$ cat src/hdl/psbd_pkg.sv
package psbd_pkg;

    // command codes of an input word
    localparam logic [2:0] CMD_WRITE   = 3'd0;
    localparam logic [2:0] CMD_DRAW    = 3'd1;
    localparam logic [2:0] CMD_BACKUP  = 3'd2;
    localparam logic [2:0] CMD_RESTORE = 3'd3;
    localparam logic [2:0] CMD_CLEAR   = 3'd4;

    // configuration register indexes
    localparam logic [2:0] REG_CLIP_LEFT    = 3'd0;
    localparam logic [2:0] REG_CLIP_TOP     = 3'd1;
    localparam logic [2:0] REG_CLIP_RIGHT   = 3'd2;
    localparam logic [2:0] REG_CLIP_BOTTOM  = 3'd3;
    localparam logic [2:0] REG_ORIGIN_X     = 3'd4;
    localparam logic [2:0] REG_ORIGIN_Y     = 3'd5;
    localparam logic [2:0] REG_SPRITE_WIDTH = 3'd6;
    localparam logic [2:0] REG_DAY_LEVEL    = 3'd7;

    localparam int CFG_INDEX_W = 3;
    localparam int CFG_DATA_W  = 12;

    typedef struct packed {
        logic [2:0]  command;
        logic [7:0]  palette_index;
        logic [15:0] palette_color;
        logic        last_pixel;
    } in_word_t;

    typedef struct packed {
        logic [16:0] frame_address;
        logic [15:0] pixel_color;
    } out_word_t;

    // controller to datapath
    typedef struct packed {
        logic take_write;  // palette entry write at this edge
        logic take_draw;   // draw word accepted: issue palette read, step position
        logic take_walk;   // backup, restore or clear accepted
        logic walk_read;   // read one entry of the walk
        logic fetch;       // palette data valid: check and multiply
        logic load_out;    // load the output register
    } ctrl_cmd_t;

    // datapath to controller
    typedef struct packed {
        logic walk_last;   // walk counter on the last active entry
        logic shown;       // fetched pixel gives a framebuffer write
        logic out_free;    // output register can take a word
    } dp_status_t;

endpackage

$ cat src/hdl/psbd_ctrl.sv
module psbd_ctrl import psbd_pkg::*; (
    input  logic       aclk,
    input  logic       aresetn,
    input  logic       s_valid,
    output logic       s_ready,
    input  logic [2:0] s_command,
    input  dp_status_t status,
    output ctrl_cmd_t  cmd
);

    typedef enum logic [4:0] {
        ST_IDLE  = 5'b00001,
        ST_WALK  = 5'b00010,
        ST_DRAIN = 5'b00100,
        ST_FETCH = 5'b01000,
        ST_EMIT  = 5'b10000
    } state_t;

    state_t state_reg, state_next;
    logic   take;

    assign s_ready = (state_reg == ST_IDLE);
    assign take    = s_valid && s_ready;

    always_comb begin
        state_next = state_reg;
        cmd        = '0;
        case (state_reg)
            ST_IDLE: begin
                if (take) begin
                    case (s_command)
                        CMD_WRITE: begin
                            cmd.take_write = 1'b1;
                        end
                        CMD_DRAW: begin
                            cmd.take_draw = 1'b1;
                            state_next    = ST_FETCH;
                        end
                        CMD_BACKUP, CMD_RESTORE, CMD_CLEAR: begin
                            cmd.take_walk = 1'b1;
                            state_next    = ST_WALK;
                        end
                        default: begin
                            // unknown command: dropped
                        end
                    endcase
                end
            end
            ST_WALK: begin
                cmd.walk_read = 1'b1;
                if (status.walk_last) begin
                    state_next = ST_DRAIN;
                end
            end
            ST_DRAIN: begin
                state_next = ST_IDLE;
            end
            ST_FETCH: begin
                cmd.fetch  = 1'b1;
                state_next = ST_EMIT;
            end
            ST_EMIT: begin
                if (!status.shown) begin
                    state_next = ST_IDLE;
                end else if (status.out_free) begin
                    cmd.load_out = 1'b1;
                    state_next   = ST_IDLE;
                end
            end
            default: begin
                state_next = ST_IDLE;
            end
        endcase
    end

    always_ff @(posedge aclk) begin
        if (!aresetn) begin
            state_reg <= ST_IDLE;
        end else begin
            state_reg <= state_next;
        end
    end

endmodule

$ cat config.mk
export PLATFORM = sky130hd
export DESIGN_NAME = psbd_ctrl
export DESIGN_NICKNAME = d
export VERILOG_FILES = /design/src/hdl/psbd_pkg.sv /design/src/hdl/psbd_ctrl.sv
export SDC_FILE = /design/constraint.sdc
export NUM_CORES = 1
export LEC_CHECK = 0
export BUFFER_PORTS_ARGS = -buffer_cell sky130_fd_sc_hd__clkbuf_2
export CORE_AREA = 2 2 39 41
export CTS_CLUSTER_SIZE = 10
export DETAILED_ROUTE_END_ITERATION = 6
export DIE_AREA = 0 0 41 43
export GPL_TIMING_DRIVEN = 0
export HOLD_SLACK_MARGIN = 0.03
export SLEW_MARGIN = 20
export SYNTH_ARGS = -nofsm -noshare
export SYNTH_HDL_FRONTEND = slang
export SYNTH_SLANG_ARGS = --single-unit
$ cat constraint.sdc
create_clock -name aclk -period 4.5 [get_ports aclk]
set_input_delay 0.45 -clock aclk [delete_from_list [all_inputs] [get_ports aclk]]
set_output_delay 0.45 -clock aclk [all_outputs]
set_load 0.01 [all_outputs]
Word level (Yosys, flattened, before mapping)
Cells that the tools add are included.
{"block": "op_classes", "addsub": 0, "mux": 16, "bitwise_logic": 0, "div_mod_pow": 0, "reduce_logical": 4, "n_lt_le_gt_ge": 0, "mul": 0, "shift": 0, "eq_ne": 12}
{"operator": "$mux 5", "count": 4}
{"operator": "$pmux 5 s4", "count": 1}
{"operator": "$pmux 5 s2", "count": 1}
{"operator": "$mux 1", "count": 8}
{"operator": "$eq 3x2->1 const B", "count": 2}
{"operator": "$mux 3", "count": 2}
{"operator": "$eq 5x1->1 const B", "count": 1}
{"operator": "$eq 5x2->1 const B", "count": 1}
{"operator": "$eq 5x4->1 const B", "count": 1}
{"operator": "$eq 5x5->1 const B", "count": 1}
{"operator": "$reduce_and 4->1", "count": 1}
{"operator": "$eq 3x1->1 const B", "count": 1}
{"operator": "$eq 3x3->1 const B", "count": 1}
{"operator": "$logic_not 3->1", "count": 1}
{"operator": "$ne 3x1->1 const B", "count": 1}
{"operator": "$ne 3x3->1 const B", "count": 1}
{"operator": "$reduce_or 3->1", "count": 1}
{"operator": "$ne 2x1->1 const B", "count": 1}
{"operator": "$ne 2x2->1 const B", "count": 1}
{"operator": "$logic_and 1x1->1", "count": 1}
{"block": "word_totals", "memories": 0, "in_bits": 9, "reg_bits": 5, "ramBits": 0, "out_inout_bits": 7, "mem_bits_ro": 0, "word_cells": 33, "latch_bits": 0}

Depth between registers and ports, before layout
Gate-level depths: netlist of run 1.
{"block": "depth", "ltp_word": 5, "mapped_depth": 5, "mapped_depth_nobuf": 5}

Least setup slack after synthesis of run 1
Ideal clock, no wire load.
{"block": "synth_path", "path_type": "register to output", "startpoint": "register state_reg[4]", "endpoint": "output cmd[5] (netlist bit)", "path_stages_with_launch": 6, "path_slack_ns": 2.761, "t_required_ns": 4.050, "arrival_time_ns": 1.289, "path_cell_list": "dfxtp_1 nor4_1 nand2_1 inv_1 nand2_1 nor4_1"}
{"element": "start, declared", "line_no": "psbd_ctrl.sv:19", "text": "state_t state_reg, state_next;"}
{"element": "start signal, assigned", "line_no": "psbd_ctrl.sv:80", "text": "state_reg <= state_next;"}
{"element": "end, declared", "line_no": "psbd_ctrl.sv:8", "text": "output ctrl_cmd_t cmd"}

==> results.json, run 1 <==
{
  "syn_area_per_cell_um2": 7.507,
  "seq_area_frac_synth_pct": 31.75,
  "grt_max_degree": 8,
  "end_kind": "primary output",
  "hold_viol_final": 0,
  "relSlewSlack_pct": 82.04,
  "cp_max_fo": 6,
  "dr.first_iter.drc_count": 9,
  "cts-resized-gates": 0,
  "synthAdderAreaFrac_pct": 0,
  "r2r-start": "state_reg[4]",
  "finalSetupTns_ns": 0,
  "clkLatencyLatePin_ns": 0.24,
  "dieArea_um2": 1763,
  "die_h_um": 43,
  "rsz0062_at_grt": "false",
  "grt_first_pass_wirelength_um": 1483,
  "synth_top_family_by_area": "simple AND/OR/NAND/NOR gates",
  "max_freq_mhz": 488.7,
  "powerDensity_nw_per_um2": 339.0,
  "clock_skew_ns": 0.0007515,
  "grt_remaining_overflow": 0,
  "clockBufferDepth": 2,
  "postCtsSetupBuffers": 0,
  "clockRootBuffer": "clkbuf_4",
  "hold_start": "aresetn",
  "cp.required_ns": 4.05,
  "netlist_area_um2": 315.3,
  "synth_top_cell_by_area": "dfxtp_1",
  "worstHoldPathType": "input port to register",
  "boundaryPins": 16,
  "ys_top_cells_by_area": "dfxtp_1 (32%), nor2_1 (8.3%), nor4_1 (7.9%)",
  "vias_per_cell": 4.987,
  "grt_use_total_pct": 12.44,
  "criticalPathCategory": "register to primary output",
  "ctsHoldBuffers": 0,
  "gp_congestion": 0.6762,
  "grt_pass1_vias": 383,
  "fin_crit_ns": 2.046,
  "p_leak_uw": 0.0002161,
  "synth-xor-area-share_pct": 5.556,
  "htree_levels": 1,
  "area.growth.synth_to_final_pct": 38.49,
  "n_antenna_cell": 0,
  "start_util_pct": 22.78,
  "fp.dieW_um": 41,
  "numCtsBuffers": 3,
  "critPathLaunch": "state_reg[4]",
  "yosysTopAreaCellShare_pct": 31.75,
  "irDropWorstVdd_mv": 0.1102,
  "layout_common_cells": "clkbuf_2 (15), nor2_1 (7), nand2_1 (5), dfxtp_1 (5), nor4_1 (4)",
  "num_vias": 384,
  "layout_commonest_cell": "clkbuf_2",
  "drive_gt1_share_pct": 31.15,
  "slew_viol_final": 0,
  "setup_viol_count_final": 0,
  "io_buffers": 15,
  "yosysWarningCount": 0,
  "drtAntennaViolNets": 0,
  "synth_seq_cells": 5,
  "grt_antenna_before_repair": 0,
  "worstMarginPinSlew_ns": 0.2666,
  "synth_nets": 51,
  "nets": 71,
  "fin_crit_sh_pct": 45.47,
  "ys_types": 20,
  "largest_reg_flops": 5,
  "wl_per_cell_um": 10.69,
  "synth_cells": 42,
  "cts_sinks": 5,
  "first_pass_iters": 4,
  "start_kind": "register",
  "fp.coreArea_um2": 1384,
  "synthMuxAreaShare_pct": 3.175,
  "drcViolationCount": 0,
  "hold_ws_ns": 0.4450,
  "num_rows": 14,
  "clkTransAtPathRegs_ns": 0.04,
  "maxCapViolations": 0,
  "cts_tree": "built",
  "synth-simple-area-share_pct": 42.06,
  "status": "finished clean",
  "synth_compound_area_share_pct": 15.08,
  "drt_wl_total_um": 823,
  "worstPathArrival_ns": 1.60
}
## path summary, 6_finish.rpt
kind,slack (ns),end,cells after the start
hold / removal,0.45,state_reg[0],2
hold reg to reg,0.62,state_reg[3],2
setup reg to reg,2.96,state_reg[1],4
setup / recovery,2.45,cmd[5],6
## routing by layer
layer	share of wire (%)	global-route usage, %
met1	41	15.06
met2	51	18.44
met3	5.8	1.571
met4	1.7	10.00
met5	0	0
## final cells by class
type	instances	area, µm²
Multi-Input combinational cell	35	207.7
Inverter	2	7.507
Timing Repair Buffer	15	75.07
Sequential cell	5	100.1
Clock buffer	4	26.28
Fill cell	161	947.2
Tap cell	16	20.02
## cells by family (layout without fill, tap and decap cells)
logic type / after synthesis / in the layout
AND/OR/NAND/NOR: 25 / 25
AO/OA/AOI/OAI: 7 / 7
flip-flops: 5 / 5
XOR/XNOR: 2 / 2
buffers and inverters: 2 / 21
multiplexers: 1 / 1
## synthesized netlist by cell type
library cell	instances
xor2_1	2
o31ai_1	1
dfxtp_1	5
and3_1	1
nand2_1	5
nand3_1	1
nor3b_1	1
inv_1	2
o22ai_1	1
nor3_1	1
o21ai_0	3
or3_1	1
nand4_1	1
or4b_4	1
nor2_1	7
and2_1	2
o211ai_1	1
mux2i_1	1
o2111a_1	1
nor4_1	4
## report_power, final
part	leakage (µW)	total, µW	switching, µW	internal [µW]
Clock	0.0000150	51.6	18.1	33.5
Sequential	0.0000408	54.4	6.04	48.4
Combinational	0.000160	41.9	24.7	17.2
## metrics by stage
stage / instance area, µm² / setup slack [ns] / power (µW) / instances / util, %
6_report: 436.7 / 2.454 / 148.0 / 77 / 31.56
3_3_place_gp: 410.4 / 2.732 / 96.50 / 73 / 29.66
2_1_floorplan: 315.3 / 2.761 / 80.77 / 42 / -
5_1_grt: 436.7 / 2.350 / 161.0 / 77 / 31.56
3_5_place_dp: 410.4 / 2.720 / 97.15 / 73 / 29.66
4_1_cts: 436.7 / 2.443 / 151.4 / 77 / 31.56
## critical path: stages (launching register included)
cell and delay (ns):
dfxtp_1 0.35, nor4_1 0.28, nand2_1 0.15, inv_1 0.12
nand2_1 0.10, nor4_1 0.17, clkbuf_2 0.17
No activity file was read; power rests on OpenSTA's default activity.
==> run 2: changes to the inputs <==
- ABC_AREA: unset -> 1
- clock period: 4.5 -> 2.14 ns (I/O delays scaled with it)
==> results.json, run 2 <==
{
  "synthMuxAreaShare_pct": 0,
  "cts-resized-gates": 0,
  "synth-xor-area-share_pct": 0,
  "num_vias": 433,
  "nets": 89,
  "clock_skew_ns": 0.001191,
  "drcViolationCount": 0,
  "synth_top_family_by_area": "simple AND/OR/NAND/NOR gates",
  "setup_viol_count_final": 0,
  "clkTransAtPathRegs_ns": 0.04,
  "cp_max_fo": 6,
  "hold_viol_final": 0,
  "io_buffers": 15,
  "slew_viol_final": 0,
  "synth_seq_cells": 5,
  "largest_reg_flops": 5,
  "wl_per_cell_um": 8.632,
  "vias_per_cell": 4.558,
  "grt_first_pass_wirelength_um": 1511,
  "slowest_delay_ns": 0.32,
  "numCtsBuffers": 3,
  "end_kind": "primary output",
  "synth_top_cell_by_area": "dfxtp_1",
  "ys.flop_type": "dfxtp_1",
  "hold_path_depth": 3,
  "r2r_end": "state_reg[0]",
  "gp_congestion": 0.7651,
  "maxCapViolations": 0,
  "drtAntennaViolNets": 0,
  "synthAdderAreaFrac_pct": 0,
  "status": "finished clean",
  "irDropWorstVdd_mv": 0.2669,
  "n_antenna_cell": 0,
  "yosysMostFrequentCell": "nor2_1",
  "first_pass_iters": 4,
  "worstHoldEndpoint": "state_reg[3]",
  "rsz0062_at_grt": "false",
  "utilization_pct": 36.98,
  "grt_remaining_overflow": 0,
  "finalSetupTns_ns": 0,
  "relSlewSlack_pct": 86.51,
  "synth_edf_count": 0,
  "dp_hpwl_um": 703.6,
  "synth_commonest_cells": "nor2_1 (13), nand2_1 (11), inv_1 (9)",
  "crit_buf_inv": 1,
  "syn_area_per_cell_um2": 6.506,
  "dp.cells": 91,
  "synth_nets": 69,
  "fp.dieW_um": 41,
  "fin_crit_sh_pct": 73.19,
  "grt_antenna_before_repair": 0,
  "layout_commonest_cell": "clkbuf_2",
  "synthArstFlopShare_pct": 0,
  "hold_ws_ns": 0.2004,
  "hold_start": "aresetn",
  "area.growth.synth_to_final_pct": 31.09,
  "r2r_cells": 6,
  "postCtsSetupBuffers": 0,
  "netlist_area_um2": 390.4,
  "criticalPathCategory": "register to primary output",
  "grt_pass1_vias": 382,
  "yosysWarningCount": 0,
  "synth_cells": 60,
  "p_leak_uw": 0.0002910,
  "fp.coreArea_um2": 1384,
  "num_rows": 14,
  "ys_top_cells_by_area": "dfxtp_1 (26%), nor2_1 (13%), nand2_1 (11%)",
  "ctsHoldBuffers": 0,
  "critPathLaunch": "state_reg[2]",
  "clkLatencyLatePin_ns": 0.24,
  "start_kind": "register",
  "drive_gt1_share_pct": 34.18,
  "clockRootBuffer": "clkbuf_4",
  "worstHoldPathType": "input port to register",
  "layout_common_cells": "clkbuf_2 (15), nor2_1 (13), nand2_1 (11), inv_1 (9), dfxtp_1 (5)",
  "fin_crit_ns": 1.566,
  "clockBufferDepth": 2,
  "powerDensity_nw_per_um2": 775.4,
  "crit_slowest_cell": "dfxtp_1",
  "r2r-start": "state_reg[2]",
  "yosysTopAreaCellShare_pct": 25.64,
  "seq_area_frac_synth_pct": 25.64,
  "cts_tree": "built",
  "ys_types": 19,
  "max_freq_mhz": 638.5,
  "worstPathArrival_ns": 1.35,
  "cp.required_ns": 1.93,
  "grt_max_degree": 7,
  "dieArea_um2": 1763,
  "die_h_um": 43,
  "boundaryPins": 16,
  "cts_sinks": 5,
  "synth_compound_area_share_pct": 3.846,
  "path_delay_family": "simple AND/OR/NAND/NOR gates",
  "drt_wl_total_um": 820,
  "dr.first_iter.drc_count": 7,
  "path_cells": "nor2_4 -> nand2_4 -> nor2_8 -> nand2_1 -> nor4_2 -> clkbuf_2",
  "worstMarginPinSlew_ns": 0.2019,
  "r2r_slack_ns": 1.05,
  "final_cells": 95,
  "htree_levels": 1,
  "start_util_pct": 28.21,
  "synth-simple-area-share_pct": 60.90,
  "grt_use_total_pct": 12.76
}
run 2: changes by cell type in the layout (fill, tap and decap cells not counted), moves of 2 or more:
| cell | before | now |
|---|---|---|
| nor2_1 | 7 | 13 |
| xor2_1 | 2 | 0 |
| nand4_1 | 1 | 4 |
| nand2_1 | 5 | 11 |
| nor4_1 | 4 | 0 |
| nor2_2 | 0 | 2 |
| o21ai_0 | 3 | 1 |
| inv_1 | 2 | 9 |
| nand3_1 | 1 | 4 |
| and2_1 | 2 | 0 |
run 2: layer usage:
layer	vias up	share of wire, %	wire length [µm]	global-route usage (%)
met5	-	0	0	0
met4	0	4.1	34	12.00
met3	4	3.3	27	1.571
met2	10	51	418	18.13
met1	186	41	340	15.48
li1	233	-	-	-
run 2: worst max-delay path by stage:
stage / end / slack [ns] / depth (start not counted)
floorplan: cmd[5] / 0.91 / 5
global placement: cmd[5] / 0.83 / 6
detailed placement: cmd[5] / 0.82 / 6
CTS: cmd[5] / 0.56 / 6
global route: cmd[5] / 0.45 / 6
finish: cmd[5] / 0.57 / 6
run 2: cell families (layout without fill, tap and decap cells):
logic type	Yosys count	count (layout)
AOI/OAI and AO/OA	3	3
buffers and inverters	10	29
DFF	5	5
and+or+nand+nor	42	42
run 2: area by class of cell:
| cell class | instances | area (µm²) |
|---|---|---|
| Tap cell | 16 | 20.02 |
| Inverter | 10 | 37.54 |
| Clock buffer | 4 | 26.28 |
| Multi-Input combinational cell | 45 | 252.7 |
| Fill cell | 157 | 872.1 |
| Timing Repair Buffer | 15 | 75.07 |
| Sequential cell | 5 | 100.1 |
run 2: report_power, final:
part | switching (µW) | total [µW] | internal, µW
combinational | 106 | 171 | 64.9
clock | 39.6 | 110 | 70.6
sequential | 10.7 | 115 | 105
run 2: worst reg2reg max path: cells and delay by family (launching register included):
family,cells,cell delay (ns)
AND/OR/NAND/NOR,6,0.67
flip-flops,1,0.32
run 2: stage by stage:
stage                     worst slack (ns)  cell area, µm²  total power [µW]
after global routing                0.4478           511.7             426.3
after detailed placement            0.8232           485.5             289.7
after floorplan                     0.9094           390.4             245.3
final                               0.5738           511.7             396.8
after CTS                           0.5571           511.7             401.4
after global placement              0.8289           485.5             288.4
==> run 3: changes to the inputs <==
- ABC_AREA: 1 -> 0
- clock period: 2.14 -> 1.4 ns (I/O delays scaled with it)
==> results.json, run 3 (synthesized netlist as in run 1, its figures left out) <==
{
  "status": "finished, violations left",
  "violations": "setup timing",
  "start_util_pct": 22.78,
  "worstHoldEndpoint": "state_reg[2]",
  "hold_start": "status[2]",
  "cts_sinks": 5,
  "numCtsBuffers": 3,
  "slew_viol_final": 0,
  "worstHoldPathType": "input port to register",
  "max_freq_mhz": 654.2,
  "r2r_cells": 4,
  "layout_common_cells": "clkbuf_2 (10), nor2_1 (7), buf_4 (5), buf_2 (4)",
  "cp_max_fo": 3,
  "hold_path_depth": 2,
  "finalSetupTns_ns": -0.5509,
  "clkTransAtPathRegs_ns": 0.04,
  "vias_per_cell": 4.939,
  "drtAntennaViolNets": 0,
  "grt_use_total_pct": 13.44,
  "dp_hpwl_um": 656.7,
  "io_buffers": 15,
  "clockRootBuffer": "clkbuf_4",
  "fp.dieW_um": 41,
  "n_antenna_cell": 0,
  "fp.coreArea_um2": 1384,
  "n_fill_cell": 159,
  "fin_crit_sh_pct": 109.2,
  "cp.required_ns": 1.59,
  "num_vias": 405,
  "dr.first_iter.drc_count": 3,
  "worstMarginPinSlew_ns": 0.3035,
  "start_kind": "register",
  "maxCapViolations": 0,
  "worstPathArrival_ns": 1.72,
  "finalPower_uw": 548.1,
  "num_rows": 14,
  "cts_tree": "built",
  "wl_per_cell_um": 11.82,
  "r2r_end": "state_reg[1]",
  "drcViolationCount": 0,
  "irDropWorstVdd_mv": 0.3818,
  "end_kind": "register",
  "grt_first_pass_wirelength_um": 1538,
  "htree_levels": 1,
  "powerDensity_nw_per_um2": 1048,
  "dieArea_um2": 1763,
  "drt_wl_total_um": 969,
  "clkLatencyLatePin_ns": 0.25,
  "die_h_um": 43,
  "setup_viol_count_final": 8,
  "r2r_slack_ns": -0.13,
  "nets": 76,
  "p_leak_uw": 0.0002554,
  "grt_max_degree": 8,
  "area.growth.synth_to_final_pct": 65.87,
  "hold_viol_final": 0,
  "largest_reg_flops": 5,
  "r2r-start": "state_reg[2]",
  "gp_congestion": 0.6963,
  "layout_commonest_cell": "clkbuf_2",
  "grt_pass1_vias": 377,
  "grt_antenna_before_repair": 0,
  "rsz0062_at_grt": "true",
  "clock_skew_ns": 0.004651,
  "fin_crit_ns": 1.529,
  "clockBufferDepth": 2,
  "criticalPathCategory": "register to register",
  "grt_remaining_overflow": 0,
  "boundaryPins": 16,
  "first_pass_iters": 2,
  "relSlewSlack_pct": 79.74,
  "drive_gt1_share_pct": 51.52,
  "worst_slack_ns": -0.1286
}
run 3: changes by cell type in the layout (fill, tap and decap cells not counted), sizes merged, moves of 3 or more:
cell / change
inv: -8
nand3: -4
nand4: -4
clkbuf: -5
nand2: -7
nor2: -10
buf: +10
nor4: +3
run 3: final cells by class:
cell class | instances | area, µm² | share of cell area, %
repair buffers | 20 | 118.9 | 22.73
well taps | 16 | 20.02 | 3.828
flip-flops and latches | 5 | 106.4 | 20.33
inverters | 2 | 7.507 | 1.435
multi-input cells | 35 | 244.0 | 46.65
clock buffers | 4 | 26.28 | 5.024
run 3: metal layers:
metal | routed length (µm) | vias up | track usage [%]
li1 | - | 203 | -
met1 | 367 | 184 | 13.78
met2 | 518 | 14 | 21.88
met3 | 55 | 4 | 1.571
met4 | 27 | 0 | 12.00
met5 | 0 | - | 0
run 3: worst max-delay path by stage:
| stage | cells after the start | slack (ns) | to | start |
|---|---|---|---|---|
| after floorplan | 4 | -0.04 | state_reg[1] | state_reg[2] |
| after global placement | 4 | -0.11 | state_reg[1] | state_reg[4] |
| final | 4 | -0.13 | state_reg[1] | state_reg[2] |
| after global routing | 6 | -0.22 | cmd[5] | state_reg[2] |
| after CTS | 6 | -0.13 | cmd[5] | state_reg[2] |
| after detailed placement | 4 | -0.12 | state_reg[1] | state_reg[4] |
run 3: critical path, stage by stage, from the launching register on:
cell and delay (ns):
dfxtp_2 0.33, or3_4 0.39, or4b_4 0.52, o31ai_1 0.09
and2_1 0.15
run 3: metrics by stage:
step	cell area (µm²)	util, %	setup WS [ns]	hold WS, ns	cells
final	523.0	37.79	-0.1286	0.1468	82
after global routing	523.0	37.79	-0.2183	0.1471	82
after CTS	498.0	35.99	-0.1289	0.1352	81
after detailed placement	417.9	30.20	-0.1204	0.3889	73
after global placement	417.9	30.20	-0.1141	0.3873	73
after floorplan	322.8	-	-0.04029	0.2289	42
run 3: repair_timing:
item | CTS | global route
setup endpoints to repair | 8 | 10
gates resized for setup | 8 | 8
pin swaps | 4 | 3
cloned | 0 | 0
buffers inserted | 5 | 1
hold buffers | 0 | 0
run 3: power by group:
group	switching, µW	total (µW)	internal, µW
Clock	63.1	171	108
Sequential	21.9	178	156
Combinational	95.3	199	103
